### src/design/lrp_pkg.sv
`default_nettype none

package lrp_pkg;

   // Widest register supported; every word on the ports has this many bits.
   localparam int MAX_WIDTH = 20;
   localparam int MIN_WIDTH = 3;
   localparam int WIDTH_BITS = $clog2(MAX_WIDTH + 1);

   typedef logic [MAX_WIDTH-1:0]  word_type;
   typedef logic [WIDTH_BITS-1:0] width_type;

   localparam word_type LIMIT_MAX = '1;
   localparam word_type SEED      = word_type'(1);

   // Register geometry derived from the range limit.
   typedef struct packed {
      word_type mask;   // bits that belong to the register
      word_type top;    // one-hot position where the feedback enters
      word_type taps;   // bits that feed the parity
   } geom_type;

   // Maximal-length tap sets for widths 3 to 20.
   function automatic word_type tap_set(input width_type n);
      word_type taps;
      unique case (n)
         width_type'(3):  taps = word_type'(20'h00003);
         width_type'(4):  taps = word_type'(20'h00003);
         width_type'(5):  taps = word_type'(20'h00005);
         width_type'(6):  taps = word_type'(20'h00003);
         width_type'(7):  taps = word_type'(20'h00003);
         width_type'(8):  taps = word_type'(20'h0001D);
         width_type'(9):  taps = word_type'(20'h00011);
         width_type'(10): taps = word_type'(20'h00009);
         width_type'(11): taps = word_type'(20'h00005);
         width_type'(12): taps = word_type'(20'h00941);
         width_type'(13): taps = word_type'(20'h01601);
         width_type'(14): taps = word_type'(20'h02A01);
         width_type'(15): taps = word_type'(20'h00003);
         width_type'(16): taps = word_type'(20'h0100B);
         width_type'(17): taps = word_type'(20'h00009);
         width_type'(18): taps = word_type'(20'h00081);
         width_type'(19): taps = word_type'(20'h62001);
         width_type'(20): taps = word_type'(20'h00009);
         default:         taps = '0;
      endcase
      return taps;
   endfunction

   // The width is the smallest n of at least three with 2^n above the limit.
   function automatic geom_type geom_for_limit(input word_type limit);
      width_type n;
      geom_type  g;
      n = width_type'(MIN_WIDTH);
      for (int i = MIN_WIDTH; i < MAX_WIDTH; i++) begin
         if (limit[i]) begin
            n = width_type'(i + 1);
         end
      end
      for (int i = 0; i < MAX_WIDTH; i++) begin
         g.mask[i] = (width_type'(i) < n);
         g.top[i]  = (width_type'(i + 1) == n);
      end
      g.taps = tap_set(n);
      return g;
   endfunction

   localparam geom_type GEOM_RESET = geom_for_limit(LIMIT_MAX);

endpackage

`default_nettype wire

### src/design/lrp_step.sv
`default_nettype none

module lrp_step (
   input  wire lrp_pkg::word_type  cur_value,
   input  wire                     restart,
   input  wire lrp_pkg::geom_type  geom,
   input  wire lrp_pkg::word_type  range_limit,
   output lrp_pkg::word_type       next_value,
   output logic                    in_range,
   output logic                    sequence_end
);

   lrp_pkg::word_type seeded;
   logic              feedback;

   always_comb begin
      seeded = restart ? lrp_pkg::SEED : (cur_value & geom.mask);
      feedback = ^(seeded & geom.taps);
      next_value = (seeded >> 1) | (feedback ? geom.top : '0);
      in_range = (next_value <= range_limit);
      sequence_end = (next_value == lrp_pkg::SEED);
   end

endmodule

`default_nettype wire

### src/design/lrp_core_regs.sv
`default_nettype none

module lrp_core_regs (
   input  wire                     clock,
   input  wire                     reset,
   input  wire                     csr_wr_en,
   input  wire lrp_pkg::word_type  csr_wr_data,
   input  wire                     step_en,
   input  wire lrp_pkg::word_type  step_value,
   output lrp_pkg::word_type       cur_value,
   output lrp_pkg::geom_type       geom,
   output lrp_pkg::word_type       range_limit
);

   lrp_pkg::word_type shift_reg_ff, shift_reg_in;
   lrp_pkg::word_type limit_ff, limit_in;
   lrp_pkg::geom_type geom_ff, geom_in;

   // A limit write reseeds the register; the geometry is worked out once here.
   always_comb begin
      shift_reg_in = shift_reg_ff;
      limit_in = limit_ff;
      geom_in = geom_ff;
      if (csr_wr_en) begin
         limit_in = csr_wr_data;
         geom_in = lrp_pkg::geom_for_limit(csr_wr_data);
         shift_reg_in = lrp_pkg::SEED;
      end else if (step_en) begin
         shift_reg_in = step_value;
      end
   end

   always_ff @(posedge clock) begin
      if (reset) begin
         shift_reg_ff <= lrp_pkg::SEED;
         limit_ff <= lrp_pkg::LIMIT_MAX;
         geom_ff <= lrp_pkg::GEOM_RESET;
      end else begin
         shift_reg_ff <= shift_reg_in;
         limit_ff <= limit_in;
         geom_ff <= geom_in;
      end
   end

   assign cur_value = shift_reg_ff;
   assign geom = geom_ff;
   assign range_limit = limit_ff;

endmodule

`default_nettype wire

### src/design/lrp_core.sv
// Range permutation generator: every value from 1 to the range limit appears
// exactly once, flagged in range, over one full cycle of a Fibonacci LFSR.
// Input channel (req_valid, req_stall, req_restart): each accepted word steps
// the register once; req_restart reseeds it to 1 before the step.
// Result channel (rsp_valid, rsp_stall, rsp_value, rsp_in_range,
// rsp_sequence_end): one word per input word, in order.
// Configuration: csr_wr_en with csr_wr_data writes the range limit, which sets
// the register width and taps and reseeds the register to 1. Write it only
// when no result is outstanding.
// The result is registered: rsp_valid rises in the cycle after acceptance.
// One word per cycle when not stalled, set by one shift and tap parity step.
// Reset (synchronous) sets the limit to 2^20-1, seeds the register to 1 and
// empties the result register. While rsp_stall holds a pending result, the
// result stays unchanged and req_stall is raised; a new word is taken in the
// same cycle the pending result leaves.
`default_nettype none

module lfsr_range_permutation_core (
   input  wire                     clock,
   input  wire                     reset,
   input  wire                     csr_wr_en,
   input  wire lrp_pkg::word_type  csr_wr_data,
   input  wire                     req_valid,
   output logic                    req_stall,
   input  wire                     req_restart,
   output logic                    rsp_valid,
   input  wire                     rsp_stall,
   output lrp_pkg::word_type       rsp_value,
   output logic                    rsp_in_range,
   output logic                    rsp_sequence_end
);

   lrp_pkg::word_type cur_value;
   lrp_pkg::geom_type geom;
   lrp_pkg::word_type range_limit;
   lrp_pkg::word_type next_value;
   logic              next_in_range;
   logic              next_end;
   logic              accept;

   logic              rsp_valid_ff, rsp_valid_in;
   lrp_pkg::word_type rsp_value_ff;
   logic              rsp_in_range_ff;
   logic              rsp_end_ff;

   assign req_stall = rsp_valid_ff & rsp_stall;
   assign accept = req_valid & ~req_stall;

   lrp_core_regs u_regs (
      .clock       (clock),
      .reset       (reset),
      .csr_wr_en   (csr_wr_en),
      .csr_wr_data (csr_wr_data),
      .step_en     (accept),
      .step_value  (next_value),
      .cur_value   (cur_value),
      .geom        (geom),
      .range_limit (range_limit)
   );

   lrp_step u_step (
      .cur_value    (cur_value),
      .restart      (req_restart),
      .geom         (geom),
      .range_limit  (range_limit),
      .next_value   (next_value),
      .in_range     (next_in_range),
      .sequence_end (next_end)
   );

   always_comb begin
      rsp_valid_in = rsp_valid_ff;
      if (accept) begin
         rsp_valid_in = 1'b1;
      end else if (!rsp_stall) begin
         rsp_valid_in = 1'b0;
      end
   end

   always_ff @(posedge clock) begin
      if (reset) begin
         rsp_valid_ff <= 1'b0;
      end else begin
         rsp_valid_ff <= rsp_valid_in;
      end
   end

   always_ff @(posedge clock) begin
      if (accept) begin
         rsp_value_ff <= next_value;
         rsp_in_range_ff <= next_in_range;
         rsp_end_ff <= next_end;
      end
   end

   assign rsp_valid = rsp_valid_ff;
   assign rsp_value = rsp_value_ff;
   assign rsp_in_range = rsp_in_range_ff;
   assign rsp_sequence_end = rsp_end_ff;

endmodule

`default_nettype wire
### config.mk
export PLATFORM = sky130hd
export DESIGN_NAME = lfsr_range_permutation_core
export DESIGN_NICKNAME = d
export VERILOG_FILES = /design/src/design/lrp_pkg.sv /design/src/design/lrp_step.sv /design/src/design/lrp_core_regs.sv /design/src/design/lrp_core.sv
export SDC_FILE = /design/constraint.sdc
export NUM_CORES = 1
export LEC_CHECK = 0
export BUFFER_PORTS_ARGS = -buffer_cell sky130_fd_sc_hd__buf_4
export CORE_AREA = 2 2 103 105
export DETAILED_ROUTE_END_ITERATION = 16
export DIE_AREA = 0 0 105 107
export PLACE_DENSITY = 0.74
export SLEW_MARGIN = 20
export SYNTH_ARGS = -nofsm -noshare
export SYNTH_HDL_FRONTEND = slang
export SYNTH_SLANG_ARGS = --single-unit
### constraint.sdc
create_clock -name clock -period 4.91 [get_ports clock]
set_input_delay 0.982 -clock clock [delete_from_list [all_inputs] [get_ports clock]]
set_output_delay 0.982 -clock clock [all_outputs]
set_load 0.1 [all_outputs]
-- Word-level counts from Yosys, hierarchy flattened
Memory sizes are Yosys's and may differ from the RTL's. A register that Yosys moved wholly into a read port is not among the register bits.
Cells that the tools add are included.
- flip-flop bits (word level): 123
- latch bits: 0
- memory bits (writable): 0
- memory bits (read-only): 480
- input bits: 26
- output and inout port bits: 24
- word-level logic and storage cells: 83
- memories: 1
- memories (name ; depth ; width ; rd ports ; clocked after Yosys merged registers in ; wr ports ; line ; RTL):
    (no name shown) ; 32 ; 15 ; 1 ; 1 ; 0 ; lrp_pkg.sv:26 ; unique case (n)
- add/subtract/negate cells: 0
- $mul: 0
- div/mod/pow operators: 0
- $lt $le $gt $ge: 21
- eq/ne operators: 22
- shifts and indexed selects: 0
- muxes and demuxes: 22
- bitwise logic cells: 6
- reductions and logical operators: 2
- operator list (kind ; number):
    AND 20 bit ; 2
    == test 4 x 5 -> 1 bit, first input constant ; 8
    less-than comparator 4 x 5 -> 1 bit, first input constant ; 8
    2-to-1 mux 20 bit ; 2
    2-to-1 mux 4 bit ; 8
    2-to-1 mux 5 bit ; 6
    == test 5 bit, first input constant ; 5
    == test 20 x 1 -> 1 bit, second input constant ; 1
    == test 3 x 5 -> 1 bit, first input constant ; 4
    less-or-equal comparator 20 bit ; 1
    less-than comparator 3 x 5 -> 1 bit, first input constant ; 4
    less-than comparator 5 bit, first input constant ; 4
    OR 19 x 20 -> 20 bit ; 1
    parity 20 bit ; 1
    2-to-1 mux 3 bit ; 4
    == test 2 x 5 -> 1 bit, first input constant ; 2
    less-than comparator 1 x 5 -> 1 bit, first input constant ; 2
    less-than comparator 2 x 5 -> 1 bit, first input constant ; 2
    == test 1 x 5 -> 1 bit, first input constant ; 1
    AND 1 bit ; 2
    2-to-1 mux 1 bit ; 2
    inequality test 2 x 1 -> 1 bit, second input constant ; 1
    OR reduction 2 bit ; 1
    NOT 1 bit ; 1

-- Depth between registers and ports, before layout
- depth in word-level cells: 19
- mapped depth: 17
- gate-level depth less buffers: 15

-- By module
From an unflattened synthesis, not the netlist that was laid out.
- cell total of the unflattened synthesis: 611
- area, all modules: 5699.2 um2
- by module, submodules not included (module ; instances ; cells an instance ; area each (um2) ; seq. area each (um2)):
    lrp_core_regs ; 1 ; 411 ; 3747.3 ; 1861.8
    lrp_step ; 1 ; 173 ; 1244.9 ; 0.0
    lfsr_range_permutation_core ; 1 ; 27 ; 706.9 ; 680.7

-- Least setup slack after synthesis
No wires, ideal clock.
- path type: in2reg
- start: in req_restart
- end: reg rsp_in_range_ff (netlist: rsp_in_range), data pin
- library setup time: 0.271 ns
- arrival time: 4.145 ns
- data required time: 4.639 ns
- setup slack: 0.494 ns
- cell stages on the path: 16
- buffers on the path: 2
- path through: buf_6 > nand4b_4 > xnor2_2 > xnor2_1 > xnor3_1 > xnor3_2 > buf_6 > a21oi_1 > inv_1 > ha_1 > nand4_1 > nor2_1 > nand3_1 > or4_1 > o211ai_1 > o221ai_1
- cells in the longest elaborated chain, start to end: 6
- RTL lines (element ; line ; RTL):
    start: declaration ; lrp_core.sv:25 ; input wire req_restart,
    2-to-1 mux 20 bit (*) ; lrp_step.sv:17 ; seeded = restart ? lrp_pkg::SEED : (cur_value & geom.mask);
    AND 20 bit ; lrp_step.sv:18 ; feedback = ^(seeded & geom.taps);
    parity 20 bit ; lrp_step.sv:18 ;
    2-to-1 mux 20 bit ; lrp_step.sv:19 ; next_value = (seeded >> 1) | (feedback ? geom.top : '0);
    OR 19 x 20 -> 20 bit (*) ; lrp_step.sv:19 ;
    named net next_value[12] ; lrp_core.sv:36 ; lrp_pkg::word_type next_value;
    less-or-equal comparator 20 bit (*) ; lrp_step.sv:20 ; in_range = (next_value <= range_limit);
    named net next_in_range ; lrp_core.sv:37 ; logic next_in_range;
    end signal: assignment ; lrp_core.sv:91 ; rsp_in_range_ff <= next_in_range;
    end: declaration ; lrp_core.sv:43 ; logic rsp_in_range_ff;
The timed path passes the listed nets; every way through them passes the cells marked *.
A chain may end at the register's enable or synchronous reset.

-- Final worst setup path
Same ends and word-level chain as after synthesis.

==> impl_results.md <==
- Vias in the first global route: approximately 4.6k
- Max FO, Critical Path: 15
- CTS H-tree depth: 4
- Synth Cell Area: between 5000 and 6000 sq um
- WL/cell: approximately 20 um
- Ys Warns: 0
- Clk pwr share: between 40% and 50%
- Dominant synthesized flop cell: dfxtp_1
- Placer Congestion: 0.973
- CTS tree: built
- GR Overflow Total: 0
- Top achievable clock speed: between 200 and 250 MHz
- Internal power: 1.85 mW
- CP Capture Type: flop
- Max VDD drop: about 0.00026 V
- WS Path Type: input port to flop
- Count of cell types in the netlist: 61
- Slew Limit Fails: 0
- Sequential Power Share: between 40% and 50%
- Yosys reg bits: 116
- GRT Total Usage: 29.5%
- Post-layout instance count excluding filler cells: roughly 800
- TritonCTS sink count: 116
- Final hold violation count: 0
- Starting DRT DRC Count: roughly 470
- Largest net degree at the start of global routing: 65
- Combinational share of power: between 10 and 15%
- Routed vias: just under 5k
- Antenna violations before repair: 0
- Tightest Hold Check Type: flop to flop
- Run status: finished, final reports clean
- Post-Route WL: around 16,000 um
- Post-synthesis sequential area ratio: 46.5%
- Pwr Total: approximately 2.5 mW
- CTS resizes: 0
- Startpoint Class: input port
- Worst hold slack: about 440 ps
- Worst-path clk slew: about 60 ps
- Sw Share: between 20% and 30%
- Worst-margin pin slew: about 1000 ps
- Sw power: 668 uW
- Yosys top cell area share: 34.4%
- Cts-stage hold buffer count: 0
- DR vias/cell: 6.10
- Placed insts: 770
- Fillers: between 800 and 900
- Final WS setup: between 600 and 700 ps
- Lkg Pwr: approximately 3.0 nW
- NumNets Final: 703
- Cell taking the most area after synthesis: dfxtp_1
- Drt first pass iters: 5
- DR DRC count: 0
- Placed cell area: between 5000 and 6000 sq um
- Core area: a little over 10,000 sq um
- Syn nets: about 660
- Later-pin clock latency in the skew report: between 500 and 600 ps
- Root Driver: clkbuf_8
- Max-Cap Viols: 0
- Layout cell share with drive strength beyond 1: around 16%
- Setup Viol. Count Final: 0
- Critical Path RT: 5170 ps
- Power density over the cells: ~390 nW/um^2
- Final Cell Area: between 6000 and 7000 sq um
- Post-DP HPWL: approximately 11,000 um
- Total CTS buffers: 17
- Slew headroom: 31.7%
- Setup Fix Bufs, Post-CTS: 0
- Die Y: around 110 um
- Core Util, Final: 64.7%
- Clock buffer depth: 2
- Largest cells by area after synthesis: dfxtp_1 34%, edfxtp_1 12%, nand2_1 5.8%
- Site Rows: 37
- PortBufs: between 40 and 50
- Period utilization: approximately 88%
- Asr flop ratio synth: 0%
- Post-synth EDFFs: 22
- Die area: approximately 11,000 sq um
- Initial Util: 54.2%
- Setup TNS: 0 ps
- Skew final: between 7 and 8 ps
- Min Tclk post-route: roughly 4300 ps
- First-pass GRT wire length: between 20,000 and 30,000 um
- Diode count: 0
- Mean area per synthesized cell: around 9 sq um
- ANT nets after route: 0
- Post-Synthesis Cells: between 600 and 700
- Critical path arrival: roughly 4600 ps
- RSZ-0062 raised after global routing: false
- Ports: 50
- Die width: 105 um
- Synthesis-to-layout area growth: 19.4%
- Post-placement worst setup slack: about 130 ps
## cell usage after synthesis, drive strengths merged, types with 3 or more instances
cell,n
nor4,12
edfxtp,22
o21ai,20
xnor2,6
buf,7
or4,3
o31a,6
a21oi,40
a21o,7
and2,5
ha,24
clkbuf,25
a211oi,16
o2bb2ai,6
nand2,84
nor2,63
or2,3
nand3,14
dfxtp,94
nor3,9
or3,3
a22o,10
nand4,9
and3b,4
o31ai,4
o211ai,21
inv,42
nand4b,4
a31oi,3
## worst paths after layout
check | startpoint | to | slack [ps] | depth (start not counted)
min | u_regs.geom[40]$_SDFFE_PP1P_ | u_regs.geom[40]$_SDFFE_PP1P_ | 440 | 1
min reg2reg | u_regs.geom[40]$_SDFFE_PP1P_ | u_regs.geom[40]$_SDFFE_PP1P_ | 440 | 1
max | req_restart | rsp_in_range$_DFFE_PP_ | 610 | 15
max reg2reg | u_regs.geom[52]$_SDFFE_PP1P_ | rsp_in_range$_DFFE_PP_ | 840 | 14
## power groups by stage
stage,clock (mW),sequential [mW],combinational (mW)
finish,1.18,1.03,0.312
global route,1.24,1.03,0.334
CTS,1.19,1.03,0.308
detailed placement,0,1.05,0.306
global placement,0,1.05,0.301
floorplan,0,1.12,0.143
## worst max-delay path, cell delays in order
cell and delay [ps]:
buf_4 160, and3b_1 290, nand2_1 90, xnor2_1 230, xnor3_1 380, xnor3_2 500, buf_4 210, o2bb2ai_2 130
ha_1 320, nand4_1 140, nor2_1 120, nand3_1 110, or4_1 550, o211ai_1 190, o221ai_1 140
## cell type report
| class | count | area (sq um) | share of cell area (%) |
|---|---|---|---|
| clock buffer | 22 | 463 | 7.09 |
| clock inverter | 10 | 104 | 1.59 |
| inverter | 44 | 165 | 2.53 |
| multi-input combinational | 413 | 2630 | 40.2 |
| sequential | 116 | 2540 | 38.9 |
| tap | 136 | 170 | 2.61 |
| timing repair buffer | 61 | 458 | 7.01 |
## cells by family (layout without fill, tap and decap cells)
kind of cell | after synthesis | in the layout | share of synthesized area (%)
buffers and inverters | 76 | 137 | 5.58
AOI/OAI and AO/OA | 155 | 155 | 19.8
adders and majority gates | 24 | 24 | 5.49
DFF | 116 | 116 | 46.5
and+or+nand+nor | 222 | 222 | 19.9
xor gates and xnor gates | 10 | 10 | 2.40
muxes | 2 | 2 | 0.366
## layer usage
metal / routed length (um) / GRT usage (%) / vias up / part of all wire, %
met1: 6580 / 39.5 / 2317 / 42
met2: 7230 / 45.6 / 279 / 46
li1: - / - / 2261 / -
met3: 1560 / 9.60 / 38 / 9.9
met5: 0 / 0 / - / 0
met4: 327 / 8.57 / 0 / 2.1
## layout by cell type (no fill, tap or decap), types with 3 or more instances in the layout
cell	Yosys	routed
dfxtp_1	94	94
nand2_1	84	84
nor2_1	63	62
buf_4	1	61
inv_1	42	42
a21oi_1	40	40
ha_1	24	24
edfxtp_1	22	22
o211ai_1	21	21
o21ai_0	19	19
a211oi_1	16	16
clkbuf_16	0	16
nand3_1	14	14
nor4_1	12	12
a22o_1	10	10
nand4_1	9	9
nor3_1	8	8
a21o_1	7	7
o31a_1	6	6
clkinv_2	0	6
and2_1	5	5
nand4b_4	4	4
xnor2_1	4	4
and3b_1	4	4
o2bb2ai_2	4	4
o31ai_1	4	4
clkbuf_8	0	4
a31oi_1	3	3
or4_1	3	3
or2_2	3	3
or3_1	3	3
## flip-flops by register name, indices dropped and copies added (netlist names)
register	flops
u_regs.cur_value	20
u_regs.range_limit	20
rsp_sequence_end	1
rsp_value	20
rsp_valid	1
rsp_in_range	1
u_regs.geom	53
(Power assumes the default switching activity.)
